`config.mk`:
```
export PLATFORM = sky130hd
export DESIGN_NAME = shadow_state_dirty_list_cache_top_flat
export DESIGN_NICKNAME = d
export VERILOG_FILES = /design/src/sscl_pkg.sv /design/src/sscl_if.sv /design/src/sscl_ctrl.sv /design/src/sscl_dp.sv /design/src/shadow_state_dirty_list_cache_top.sv /design/src/flat_wrapper.sv
export SDC_FILE = /design/constraint.sdc
export NUM_CORES = 2
export LEC_CHECK = 0
export ABC_AREA = 1
export BUFFER_PORTS_ARGS = -buffer_cell sky130_fd_sc_hd__buf_2
export CAP_MARGIN = 20
export CORE_MARGIN = 2
export CORE_UTILIZATION = 50
export CTS_BUF_LIST = sky130_fd_sc_hd__clkbuf_8 sky130_fd_sc_hd__clkbuf_16
export CTS_CLUSTER_SIZE = 30
export DETAILED_ROUTE_END_ITERATION = 7
export PLACE_DENSITY = 0.65
export SLEW_MARGIN = 30
export SYNTH_ARGS = -nofsm -noshare
export SYNTH_HDL_FRONTEND = slang
export SYNTH_SLANG_ARGS = --single-unit
```
`constraint.sdc`:
```
create_clock -name clock -period 3.45 [get_ports clock]
set_clock_uncertainty 0.15 [all_clocks]
set_input_delay 0.69 -clock clock [delete_from_list [all_inputs] [get_ports clock]]
set_output_delay 0.69 -clock clock [all_outputs]
set_load 0.02 [all_outputs]
```
`src/sscl_pkg.sv`:
```
// Shared types and constants for the shadow state cache with dirty list.
// Used by the channel interfaces, the controller, the datapath and the top level.
package sscl_pkg;

   localparam int NUM_STATES_DEF = 32;
   localparam int IDX_W = 5;
   localparam int VAL_W = 32;

   localparam logic KIND_SET   = 1'b0;
   localparam logic KIND_FLUSH = 1'b1;

   // Controller to datapath commands.
   typedef struct packed {
      logic load_req;    // capture set request, read pending entry
      logic set_write;   // write pending entry
      logic mark_new;    // mark dirty, append to list, bump count
      logic list_rd;     // read list entry at walk pointer
      logic entry_rd;    // read pending and shadow of listed entry, clear its mark
      logic emit_write;  // load device write into result register, update shadow
      logic emit_term;   // load terminator, empty the list
      logic ptr_inc;     // advance walk pointer
   } sscl_cmd_type;

   // Datapath to controller status.
   typedef struct packed {
      logic is_flush;
      logic idx_ok;
      logic differ_set;
      logic was_dirty;
      logic room;
      logic walk_done;
      logic differ_walk;
      logic rsp_free;
   } sscl_sts_type;

endpackage

```
`src/sscl_if.sv`:
```
// Request and response channel interfaces (valid/ready handshake).
// Depends on sscl_pkg for field widths.
interface sscl_req_if;
   logic                      valid;
   logic                      ready;
   logic                      kind;
   logic [sscl_pkg::IDX_W-1:0] state_index;
   logic [sscl_pkg::VAL_W-1:0] value;

   modport source (output valid, output kind, output state_index, output value, input ready);
   modport sink   (input valid, input kind, input state_index, input value, output ready);
endinterface

interface sscl_rsp_if;
   logic                      valid;
   logic                      ready;
   logic                      write_valid;
   logic [sscl_pkg::IDX_W-1:0] write_index;
   logic [sscl_pkg::VAL_W-1:0] write_value;
   logic                      last;

   modport source (output valid, output write_valid, output write_index, output write_value,
                   output last, input ready);
   modport sink   (input valid, input write_valid, input write_index, input write_value,
                   input last, output ready);
endinterface

```
`src/sscl_ctrl.sv`:
```
// Controller state machine: sequences set updates and the flush walk.
// Depends on sscl_pkg for the command and status structs.
module sscl_ctrl (
   input  logic                  clock,
   input  logic                  reset,
   input  logic                  req_valid,
   output logic                  req_ready,
   input  sscl_pkg::sscl_sts_type sts,
   output sscl_pkg::sscl_cmd_type cmd
);
   import sscl_pkg::*;

   typedef enum logic [5:0] {
      IDLE    = 6'b000001,
      SET_CMP = 6'b000010,
      WK_LIST = 6'b000100,
      WK_READ = 6'b001000,
      WK_CMP  = 6'b010000,
      WK_TERM = 6'b100000
   } state_type;

   state_type state_ff, state_in;

   assign req_ready = (state_ff == IDLE);

   always_comb begin
      state_in = state_ff;
      cmd      = '0;
      unique case (state_ff)
         IDLE: begin
            if (req_valid) begin
               if (sts.is_flush) begin
                  state_in = WK_LIST;
               end else if (sts.idx_ok) begin
                  cmd.load_req = 1'b1;
                  state_in     = SET_CMP;
               end
            end
         end
         SET_CMP: begin
            if (sts.differ_set) begin
               cmd.set_write = 1'b1;
               cmd.mark_new  = !sts.was_dirty && sts.room;
            end
            state_in = IDLE;
         end
         WK_LIST: begin
            if (sts.walk_done) begin
               state_in = WK_TERM;
            end else begin
               cmd.list_rd = 1'b1;
               state_in    = WK_READ;
            end
         end
         WK_READ: begin
            cmd.entry_rd = 1'b1;
            state_in     = WK_CMP;
         end
         WK_CMP: begin
            // hold while a device write waits on a full result register
            if (!sts.differ_walk) begin
               cmd.ptr_inc = 1'b1;
               state_in    = WK_LIST;
            end else if (sts.rsp_free) begin
               cmd.emit_write = 1'b1;
               cmd.ptr_inc    = 1'b1;
               state_in       = WK_LIST;
            end
         end
         WK_TERM: begin
            if (sts.rsp_free) begin
               cmd.emit_term = 1'b1;
               state_in      = IDLE;
            end
         end
         default: state_in = IDLE;
      endcase
   end

   always_ff @(posedge clock) begin
      if (reset) begin
         state_ff <= IDLE;
      end else begin
         state_ff <= state_in;
      end
   end

endmodule

```
`src/sscl_dp.sv`:
```
// Datapath: pending, shadow and dirty-list memories, count, walk pointer, result register.
// Depends on sscl_pkg and the response interface in sscl_if.
module sscl_dp #(
   parameter int NUM_STATES = sscl_pkg::NUM_STATES_DEF
) (
   input  logic                       clock,
   input  logic                       reset,
   input  logic                       req_kind,
   input  logic [sscl_pkg::IDX_W-1:0] req_state_index,
   input  logic [sscl_pkg::VAL_W-1:0] req_value,
   input  sscl_pkg::sscl_cmd_type      cmd,
   output sscl_pkg::sscl_sts_type      sts,
   sscl_rsp_if.source                 rsp
);
   import sscl_pkg::*;

   localparam int ADDR_W = $clog2(NUM_STATES);
   localparam int CNT_W  = $clog2(NUM_STATES + 1);

   logic [VAL_W-1:0]  pend_mem [NUM_STATES];
   logic [VAL_W-1:0]  shad_mem [NUM_STATES];
   logic [ADDR_W-1:0] list_mem [NUM_STATES];

   logic [NUM_STATES-1:0] pend_vld_ff;
   logic [NUM_STATES-1:0] shad_vld_ff;
   logic [NUM_STATES-1:0] dirty_ff;

   logic [ADDR_W-1:0] idx_ff;
   logic [VAL_W-1:0]  val_ff;
   logic [ADDR_W-1:0] list_rd_ff;
   logic [VAL_W-1:0]  pend_rd_ff;
   logic              pend_rd_vld_ff;
   logic [VAL_W-1:0]  shad_rd_ff;
   logic              shad_rd_vld_ff;
   logic [CNT_W-1:0]  count_ff, count_in;
   logic [CNT_W-1:0]  ptr_ff, ptr_in;

   logic              rsp_vld_ff, rsp_vld_in;
   logic              rsp_wv_ff;
   logic [IDX_W-1:0]  rsp_idx_ff;
   logic [VAL_W-1:0]  rsp_val_ff;
   logic              rsp_last_ff;

   logic [ADDR_W-1:0] rd_addr;
   logic [VAL_W-1:0]  pend_eff;
   logic [VAL_W-1:0]  shad_eff;

   // entries never written read as zero
   assign pend_eff = pend_rd_vld_ff ? pend_rd_ff : '0;
   assign shad_eff = shad_rd_vld_ff ? shad_rd_ff : '0;
   assign rd_addr  = cmd.load_req ? ADDR_W'(req_state_index) : list_rd_ff;

   assign sts.is_flush    = (req_kind == KIND_FLUSH);
   assign sts.idx_ok      = (9'(req_state_index) < 9'(NUM_STATES));
   assign sts.differ_set  = (pend_eff != val_ff);
   assign sts.was_dirty   = dirty_ff[idx_ff];
   assign sts.room        = (count_ff < CNT_W'(NUM_STATES));
   assign sts.walk_done   = (ptr_ff == count_ff);
   assign sts.differ_walk = (pend_eff != shad_eff);
   assign sts.rsp_free    = !rsp_vld_ff || rsp.ready;

   // memories
   always_ff @(posedge clock) begin
      if (cmd.set_write) begin
         pend_mem[idx_ff] <= val_ff;
      end
      if (cmd.load_req || cmd.entry_rd) begin
         pend_rd_ff     <= pend_mem[rd_addr];
         pend_rd_vld_ff <= pend_vld_ff[rd_addr];
      end
   end

   always_ff @(posedge clock) begin
      if (cmd.emit_write) begin
         shad_mem[list_rd_ff] <= pend_eff;
      end
      if (cmd.entry_rd) begin
         shad_rd_ff     <= shad_mem[rd_addr];
         shad_rd_vld_ff <= shad_vld_ff[rd_addr];
      end
   end

   always_ff @(posedge clock) begin
      if (cmd.mark_new) begin
         list_mem[count_ff[ADDR_W-1:0]] <= idx_ff;
      end
      if (cmd.list_rd) begin
         list_rd_ff <= list_mem[ptr_ff[ADDR_W-1:0]];
      end
   end

   // captured set request
   always_ff @(posedge clock) begin
      if (cmd.load_req) begin
         idx_ff <= ADDR_W'(req_state_index);
         val_ff <= req_value;
      end
   end

   always_ff @(posedge clock) begin
      if (reset) begin
         pend_vld_ff <= '0;
         shad_vld_ff <= '0;
         dirty_ff    <= '0;
      end else begin
         if (cmd.set_write) begin
            pend_vld_ff[idx_ff] <= 1'b1;
         end
         if (cmd.emit_write) begin
            shad_vld_ff[list_rd_ff] <= 1'b1;
         end
         if (cmd.mark_new) begin
            dirty_ff[idx_ff] <= 1'b1;
         end
         if (cmd.entry_rd) begin
            dirty_ff[list_rd_ff] <= 1'b0;
         end
      end
   end

   always_comb begin
      count_in = count_ff;
      ptr_in   = ptr_ff;
      if (cmd.mark_new) begin
         count_in = count_ff + CNT_W'(1);
      end
      if (cmd.ptr_inc) begin
         ptr_in = ptr_ff + CNT_W'(1);
      end
      if (cmd.emit_term) begin
         count_in = '0;
         ptr_in   = '0;
      end
   end

   always_comb begin
      rsp_vld_in = rsp_vld_ff && !rsp.ready;
      if (cmd.emit_write || cmd.emit_term) begin
         rsp_vld_in = 1'b1;
      end
   end

   always_ff @(posedge clock) begin
      if (reset) begin
         count_ff   <= '0;
         ptr_ff     <= '0;
         rsp_vld_ff <= 1'b0;
      end else begin
         count_ff   <= count_in;
         ptr_ff     <= ptr_in;
         rsp_vld_ff <= rsp_vld_in;
      end
   end

   always_ff @(posedge clock) begin
      if (cmd.emit_write) begin
         rsp_wv_ff   <= 1'b1;
         rsp_idx_ff  <= IDX_W'(list_rd_ff);
         rsp_val_ff  <= pend_eff;
         rsp_last_ff <= 1'b0;
      end else if (cmd.emit_term) begin
         rsp_wv_ff   <= 1'b0;
         rsp_idx_ff  <= '0;
         rsp_val_ff  <= '0;
         rsp_last_ff <= 1'b1;
      end
   end

   assign rsp.valid       = rsp_vld_ff;
   assign rsp.write_valid = rsp_wv_ff;
   assign rsp.write_index = rsp_idx_ff;
   assign rsp.write_value = rsp_val_ff;
   assign rsp.last        = rsp_last_ff;

endmodule

```
`src/shadow_state_dirty_list_cache_top.sv`:
```
// Top level of the shadow state cache with dirty list.
// Depends on sscl_pkg, sscl_if, sscl_ctrl and sscl_dp.
//
// Usage:
//   req channel: kind 0 sets state_index to value; kind 1 flushes the dirty list.
//   rsp channel: one device write (write_valid 1) per flushed entry whose pending
//   value differs from the device shadow, in first-dirtied order, then a
//   terminator with last 1 and all other fields zero.
//   A set request is a pending table read, then a compare and update, and
//   produces no response. An index at or beyond NUM_STATES is dropped.
//   A flush costs each listed entry a list read, a pending/shadow read and a
//   compare, since the tables have one read port each. Requests are taken only
//   between operations.
//   A single result register sits on rsp; a stalled receiver holds the walk
//   at the next write or the terminator, and a new request may be taken
//   while the last result still waits.
//   Reset empties all tables at once through per-entry valid bits and the list count; no sweep.
module shadow_state_dirty_list_cache_top #(
   parameter int NUM_STATES = sscl_pkg::NUM_STATES_DEF
) (
   input  logic       clock,
   input  logic       reset,
   sscl_req_if.sink   req,
   sscl_rsp_if.source rsp
);
   import sscl_pkg::*;

   sscl_cmd_type cmd;
   sscl_sts_type sts;
   logic         ready;

   assign req.ready = ready;

   sscl_ctrl u_ctrl (
      .clock     (clock),
      .reset     (reset),
      .req_valid (req.valid),
      .req_ready (ready),
      .sts       (sts),
      .cmd       (cmd)
   );

   sscl_dp #(
      .NUM_STATES (NUM_STATES)
   ) u_dp (
      .clock           (clock),
      .reset           (reset),
      .req_kind        (req.kind),
      .req_state_index (req.state_index),
      .req_value       (req.value),
      .cmd             (cmd),
      .sts             (sts),
      .rsp             (rsp)
   );

`ifndef SYNTHESIS
   a_write_not_last: assert property (@(posedge clock) disable iff (reset)
      rsp.valid |-> (rsp.write_valid != rsp.last))
      else $error("write result and last mark disagree");

   a_term_zero: assert property (@(posedge clock) disable iff (reset)
      (rsp.valid && rsp.last) |->
         (rsp.write_index == '0 && rsp.write_value == '0))
      else $error("terminator carries nonzero fields");

   a_flush_busy: assert property (@(posedge clock) disable iff (reset)
      (req.valid && req.ready && req.kind == KIND_FLUSH) |=> !req.ready)
      else $error("request taken during flush walk");
`endif

endmodule
```
`src/flat_wrapper.sv`:
```
// flat-port wrapper written by rule: the top's interface ports become plain ports
module shadow_state_dirty_list_cache_top_flat import sscl_pkg::*;
#(
   parameter int NUM_STATES = sscl_pkg::NUM_STATES_DEF
)
  (clock, reset, req_valid, req_kind, req_state_index, req_value, req_ready, rsp_valid, rsp_write_valid, rsp_write_index, rsp_write_value, rsp_last, rsp_ready);
  sscl_req_if req_i ();
  sscl_rsp_if rsp_i ();
  input  logic clock;
  input  logic reset;
  input wire logic [$bits(req_i.valid)-1:0] req_valid;
  input wire logic [$bits(req_i.kind)-1:0] req_kind;
  input wire logic [$bits(req_i.state_index)-1:0] req_state_index;
  input wire logic [$bits(req_i.value)-1:0] req_value;
  output wire logic [$bits(req_i.ready)-1:0] req_ready;
  output wire logic [$bits(rsp_i.valid)-1:0] rsp_valid;
  output wire logic [$bits(rsp_i.write_valid)-1:0] rsp_write_valid;
  output wire logic [$bits(rsp_i.write_index)-1:0] rsp_write_index;
  output wire logic [$bits(rsp_i.write_value)-1:0] rsp_write_value;
  output wire logic [$bits(rsp_i.last)-1:0] rsp_last;
  input wire logic [$bits(rsp_i.ready)-1:0] rsp_ready;
  assign req_i.valid = req_valid;
  assign req_i.kind = req_kind;
  assign req_i.state_index = req_state_index;
  assign req_i.value = req_value;
  assign req_ready = req_i.ready;
  assign rsp_valid = rsp_i.valid;
  assign rsp_write_valid = rsp_i.write_valid;
  assign rsp_write_index = rsp_i.write_index;
  assign rsp_write_value = rsp_i.write_value;
  assign rsp_last = rsp_i.last;
  assign rsp_i.ready = rsp_ready;
  shadow_state_dirty_list_cache_top #(.NUM_STATES(NUM_STATES)) u_core (.clock(clock), .reset(reset), .req(req_i), .rsp(rsp_i));
endmodule
```
# Word level (Yosys, flattened, before mapping)
# Memory sizes are Yosys's and may differ from the RTL's. A register that Yosys moved wholly into a read port is not among the register bits.
# Cells that the tools add are included.
[op_classes]
n_eq_ne = 12
add_sub_neg = 2
n_reduce_logical = 13
muxes = 48
bitwise_logic = 5
magnitude_cmp = 6
[ops]
columns = ["operator", "n"]
rows = [
  ["two-way mux 32 bit", 7],
  ["bitwise OR 32 bit", 3],
  ["inequality test 32 bit", 2],
  ["AND 32 bit", 1],
  ["NOT 32 bit", 1],
  ["two-way mux 6 bit", 5],
  ["one-hot mux 6 bit (5 select lines)", 1],
  ["two-way mux 1 bit", 24],
  ["less-than comparator 5 x 6 -> 1 bit (second input constant)", 3],
  ["binary-select mux 1 bit (select 5 bit)", 3],
  ["two-way mux 5 bit", 3],
  ["adder 6 x 1 -> 6 bit (second input constant)", 2],
  ["demux 1 bit (select 5 bit)", 2],
  [">= comparator 5 x 1 -> 1 bit (second input constant)", 2],
  ["== test 6 x 1 -> 1 bit (second input constant)", 1],
  ["== test 6 x 2 -> 1 bit (second input constant)", 1],
  ["== test 6 x 3 -> 1 bit (second input constant)", 1],
  ["== test 6 x 4 -> 1 bit (second input constant)", 1],
  ["== test 6 x 5 -> 1 bit (second input constant)", 1],
  ["== test 6 bit", 1],
  ["== test 6 bit (second input constant)", 1],
  ["less-than comparator 6 bit (second input constant)", 1],
  ["logical AND 1 bit", 4],
  ["two-way mux 2 bit", 2],
  ["other kinds (9)", 13],
]
[totals]
ram_bits = 2208
output_inout_bits = 41
register_bits = 193
mem_count = 3
[memory_table]
columns = ["name", "depth", "word_bits", "rd", "rd_ports_with_merged_regs", "write_ports", "line", "rtl"]
rows = [
  ["u_core.u_dp.pend_mem", 32, 32, 1, 1, 1, "sscl_dp.sv:20", "logic [VAL_W-1:0] pend_mem [NUM_STATES];"],
  ["u_core.u_dp.shad_mem", 32, 32, 1, 1, 1, "sscl_dp.sv:21", "logic [VAL_W-1:0] shad_mem [NUM_STATES];"],
  ["u_core.u_dp.list_mem", 32, 5, 1, 1, 1, "sscl_dp.sv:22", "logic [ADDR_W-1:0] list_mem [NUM_STATES];"],
]

# Logic depth before layout (Yosys ltp)
[logic_depth]
word_depth = 10
depth_mapped = 16
depth_no_buf = 14

# Modules after synthesis
# A second synthesis with hierarchy kept.
[hier_totals]
cells_unflattened = 8690
area_unflattened_um2 = 100988.1
[by_module_without_submodules]
columns = ["mod", "n_inst", "seq_area_each_um2", "area_per_inst_um2", "cells_each"]
rows = [
  ["sscl_dp", 1, 72879.9, 100542.7, 8621],
  ["sscl_ctrl", 1, 120.1, 445.4, 69],
]

# Least setup slack after synthesis
# No wires, ideal clock.
[synth_timing]
kind = "register -> register"
start = "register u_core.u_ctrl.state_ff[0]"
end = "register u_core.u_dp.pend_rd_ff[0] (read register of u_core.u_dp.pend_mem) (enable)"
arrival_ns = 3.094
path_stages_with_launch = 6
path_buffers = 1
setup_ns = 0.391
synth_period_minus_slack_ns = 3.634
setup_slack_ns = -0.184
required_ns = 2.909
cell_sequence = "dfxtp_1 -> or2_2 -> nor4_2 -> clkbuf_1 -> inv_1 -> nand2_1"
[synth_between]
elab_chain_cells = 3
[synth_lines]
columns = ["element", "line", "rtl"]
rows = [
  ["start: declaration", "sscl_ctrl.sv:22", "state_type state_ff, state_in;"],
  ["start signal: assignment", "sscl_ctrl.sv:84", "state_ff <= state_in;"],
  ["== test 6 x 1 -> 1 bit or == test 6 x 4 -> 1 bit (tied branches)", "sscl_ctrl.sv:29", "unique case (state_ff)"],
  ["two-way mux 1 bit", "sscl_ctrl.sv:29", ""],
  ["two-way mux 5 bit or logical OR 1 bit (tied branches)", "sscl_dp.sv:51, sscl_dp.sv:67", ""],
  ["end: declaration", "sscl_dp.sv:31", "logic [VAL_W-1:0] pend_rd_ff;"],
]
# Several ways; a longest one is shown, not always the timed one.
# A chain may end at the register's enable or synchronous reset.

# Final worst setup path
[layout_timing]
start = "register u_core.u_dp.pend_rd_vld_ff"
end = "memory u_core.u_dp.list_mem[8][2] (netlist bit) (enable)"
[layout_between]
elab_chain_cells = 6
[layout_lines]
columns = ["element", "line", "rtl"]
rows = [
  ["start: declaration", "sscl_dp.sv:32", "logic pend_rd_vld_ff;"],
  ["start signal: assignment", "sscl_dp.sv:69", "pend_rd_vld_ff <= pend_vld_ff[rd_addr];"],
  ["two-way mux 32 bit", "sscl_dp.sv:49", "assign pend_eff = pend_rd_vld_ff ? pend_rd_ff : '0;"],
  ["inequality test 32 bit", "sscl_dp.sv:55", "assign sts.differ_set = (pend_eff != val_ff);"],
  ["two-way mux 2 bit", "sscl_ctrl.sv:41", "if (sts.differ_set) begin"],
  ["two-way mux 2 bit", "sscl_ctrl.sv:29", ""],
  ["two-way mux 1 bit", "sscl_dp.sv:84", "if (cmd.mark_new) begin"],
  ["two-way mux 1 bit (implied by the code)", "sscl_dp.sv:85", "list_mem[count_ff[ADDR_W-1:0]] <= idx_ff;"],
  ["end: declaration", "sscl_dp.sv:22", ""],
]
# Every way passes these cells.

==> impl_metrics.toml <==
[final_layout]
synthToLayoutAreaGrowth_pct = 15.2
nNetsFinal = 8851
regArea_um2 = 73000
final_area_um2 = 116000
fill_cells = 16100
utilization_pct = 58.0
drive_gt1_share_pct = 11.5
antenna_cells = 0
multiInputGateArea_um2 = 23900

[clocking]
cts_setup_buffers = 0
clock_latency_ns = 0.92
cts_sinks = 2470
path_clk_slew_ns = 0.06
clockBufferDepth = 3
cts_buffers = 236
htree_levels = 4
cts_tree = "done"
clock-root-buffer = "clkbuf_16"

[hold_path]
hold_end = "u_core.u_ctrl.state_ff[0]"
hp-class = "in2reg"
min_path_cells = 5
min-delay-start = "rsp_ready"

[setup_path]
rr_endpoint = "u_core.u_dp.list_mem[8][2]"
rrSetupSlack_ns = 0.03
endpoint_kind = "flip-flop"
rr_worst_depth = 14
cp_common_cell = "nand2_1"
r2r-start = "u_core.u_dp.pend_rd_vld_ff"
critical_path_arrival_ns = 3.82
slowest_delay_ns = 0.47
cp_slowest_cell = "edfxtp_1"
cp.required_ns = 3.84
criticalPathCategory = "reg2reg"
critPathLaunchType = "flip-flop"
worstPathCellList = "buf_4, nand2_1, xor2_1, nand3_1, nor2_1, nand2_1, nor2_1, nand2_1, nand2_1, nor2_2, buf_4, nand2_1, buf_4, nor2_1"
cp_max_fo = 10

[global_routing]
antenna_found_initial = 9
overflow = 0
grt_pass1_wl_um = 453000
grt_usage_pct = 29.9
grt_max_degree = 101
grt_pass1_vias = 66700

[power]
ir_drop_mv = 0.556
p_clk_share_pct = 39.4
p_per_area_nw_per_um2 = 571
total_power_w = 0.0662
power_leakage_nw = 41.9
swShare_pct = 24.5
power_frac_comb_pct = 10.1
p_switching_w = 0.0162
intPower_w = 0.0499
seqPwrFrac_pct = 50.4

[timing]
rsz0062_at_grt = "true"
period_share_pct = 99.2
worst_hold_slack_ns = 0.0581
slew_violations = 0
hold_viol = 0
slew-limit-headroom_pct = 37.5
fmax_mhz = 292
tightest_slew_ns = 0.938
setup_violations = 0
fin_tns_setup_ns = 0
period_needed_ns = 3.42

[synth]
synth-seq-area-share_pct = 72.6
syn-instance-count = 8528
ys_seq_elements = 2470
synth.cell_area_um2 = 101000
synth.distinct_cells = 40
synth_warnings = 0
synth_enable_flop_cells = 2353
async_flop_share_pct = 0
synth_ff_type = "edfxtp_1"
synth_fp_nets = 8575
syn_area_per_cell_um2 = 11.8

[routing]
ant_nets = 0
drt_pass1_iterations = 8
drt-wirelength-per-cell_um = 26.6
wirelength_um = 310000
drt-initial-drc-count = 10200
num_vias = 70700
drc = 0
vias_per_cell = 6.06

[floorplan]
die_x_um = 453
num_rows = 164
io_pins = 83
initial_utilization_pct = 50.3
coreArea_um2 = 200000
dieArea_um2 = 205000
die_y_um = 453

[place]
port_buffers = 82
gp_congestion = 0.926
dpl-instance-area_um2 = 108000
hpwl_um = 192000

[flow_run]
max_cap_viol_count = 0

[run_status]
status = "finished clean"
worst max-delay path by stage:
stage / from / to / cells after the start
after floorplan: u_core.u_dp.pend_rd_vld_ff / u_core.u_dp.pend_mem[24][0] / 15
final: u_core.u_dp.pend_rd_vld_ff / u_core.u_dp.list_mem[8][2] / 14
after global routing: u_core.u_dp.pend_rd_vld_ff / u_core.u_dp.list_mem[29][1] / 14
after detailed placement: req_kind / u_core.u_dp.pend_rd_ff[10] / 14
after CTS: u_core.u_dp.pend_rd_vld_ff / u_core.u_dp.list_mem[4][0] / 14
after global placement: req_kind / u_core.u_dp.shad_rd_ff[5] / 14
what timing repair did:
item | in CTS | in global routing
hold endpoints to repair | 39 | 0
gates resized for setup | 0 | 9
endpoints found under the setup margin | 0 | 279
hold buffers | 39 | 0
final cells by class:
| class | count | area share [%] |
|---|---|---|
| inverters | 238 | 0.809 |
| multi-input cells | 5236 | 20.7 |
| well taps | 2656 | 2.87 |
| flip-flops and latches | 2470 | 63.0 |
| clock inverters | 196 | 1.47 |
| repair buffers | 622 | 5.92 |
| clock buffers | 251 | 5.28 |
routing by layer:
| layer | GRT usage [%] | vias up | wire [µm] |
|---|---|---|---|
| met4 | 11.1 | 6 | 12000 |
| li1 | - | 31000 | - |
| met2 | 46.5 | 4207 | 143000 |
| met5 | 0 | - | 87 |
| met3 | 6.22 | 587 | 34900 |
| met1 | 41.7 | 34900 | 120000 |
flip-flops by register name, summed over array words and instances, names as in the netlist, 32 cells and up:
| register | flops |
|---|---|
| u_core.u_dp.rsp.write_value | 32 |
| u_core.u_dp.dirty_ff | 32 |
| u_core.u_dp.pend_mem | 1024 |
| u_core.u_dp.shad_rd_ff | 32 |
| u_core.u_dp.pend_vld_ff | 32 |
| u_core.u_dp.shad_vld_ff | 32 |
| u_core.u_dp.shad_mem | 1024 |
| u_core.u_dp.pend_rd_ff | 32 |
| u_core.u_dp.val_ff | 32 |
| u_core.u_dp.list_mem | 160 |
per-stage QoR:
step | setup WS (ns) | instances
floorplan | 0.355 | 8528
global placement | -0.0832 | 11200
detailed placement | -0.0269 | 11200
CTS | 0.00466 | 11700
global route | -0.0343 | 11700
finish | 0.0271 | 11700
worst max-delay path, delay by kind of cell, from the launching register on:
family	cells	cell delay, ns
simple gates	10	1.51
buf+inv	3	0.68
flops	1	0.47
xor+xnor	1	0.26
cells in the mapped netlist (2+ instances only):
library cell     n  area share [%]
nand3_1       2534              13
edfxtp_1      2353              70
nand2_1       2060             7.7
buf_2          302             1.5
nor2_1         264            0.99
inv_1          203            0.76
clkbuf_1       187            0.70
dfxtp_1        117             2.3
o21ai_0         90            0.45
a21oi_1         82            0.41
buf_4           63            0.47
o22ai_1         33            0.21
inv_2           32            0.12
o21a_1          30            0.22
xor2_1          28            0.24
nand4_1         26            0.16
buf_1           25           0.093
xnor2_1         17            0.15
o221ai_1        16            0.14
nor3_1           9           0.045
or2_2            9           0.056
o211ai_1         8           0.060
buf_6            7           0.078
ha_1             5           0.062
nand2_2          4           0.025
a221oi_1         3           0.026
a22oi_1          3           0.022
nor4_1           3           0.019
clkinv_1         2          0.0075
o21ai_2          2           0.017
o21bai_1         2           0.015
power groups by stage:
stage	sequential, W	combinational [W]	clock (W)
finish	0.0334	0.00669	0.0261
global route	0.0334	0.00715	0.0275
CTS	0.0334	0.00660	0.0263
detailed placement	0.0340	0.00654	0
global placement	0.0340	0.00649	0
floorplan	0.0340	0.00352	0
cell usage in the layout, fill, tap and decap left out, drive strengths merged, types with 11 or more instances in the layout:
| cell type | instances |
|---|---|
| nand4 | 26 |
| dlygate4sd3 | 39 |
| nand2 | 2065 |
| inv | 296 |
| clkbuf | 251 |
| o22ai | 33 |
| xnor2 | 17 |
| bufinv | 27 |
| clkinv | 100 |
| o21ai | 93 |
| dfxtp | 117 |
| edfxtp | 2353 |
| o21a | 30 |
| buf | 583 |
| nor2 | 266 |
| nand3 | 2535 |
| clkinvlp | 11 |
| o221ai | 16 |
| xor2 | 28 |
| a21oi | 82 |
cells by family after synthesis:
| logic type | count (synthesis) | share of synthesized area (%) |
|---|---|---|
| adder cells (fa/ha/maj) | 5 | 0.0622 |
| buffers and inverters | 822 | 3.73 |
| AO/OA/AOI/OAI | 270 | 1.57 |
| XOR/XNOR | 45 | 0.392 |
| flip-flops | 2470 | 72.6 |
| AND/OR/NAND/NOR | 4916 | 21.7 |
Note: power is estimated with default switching activity, not from simulation.
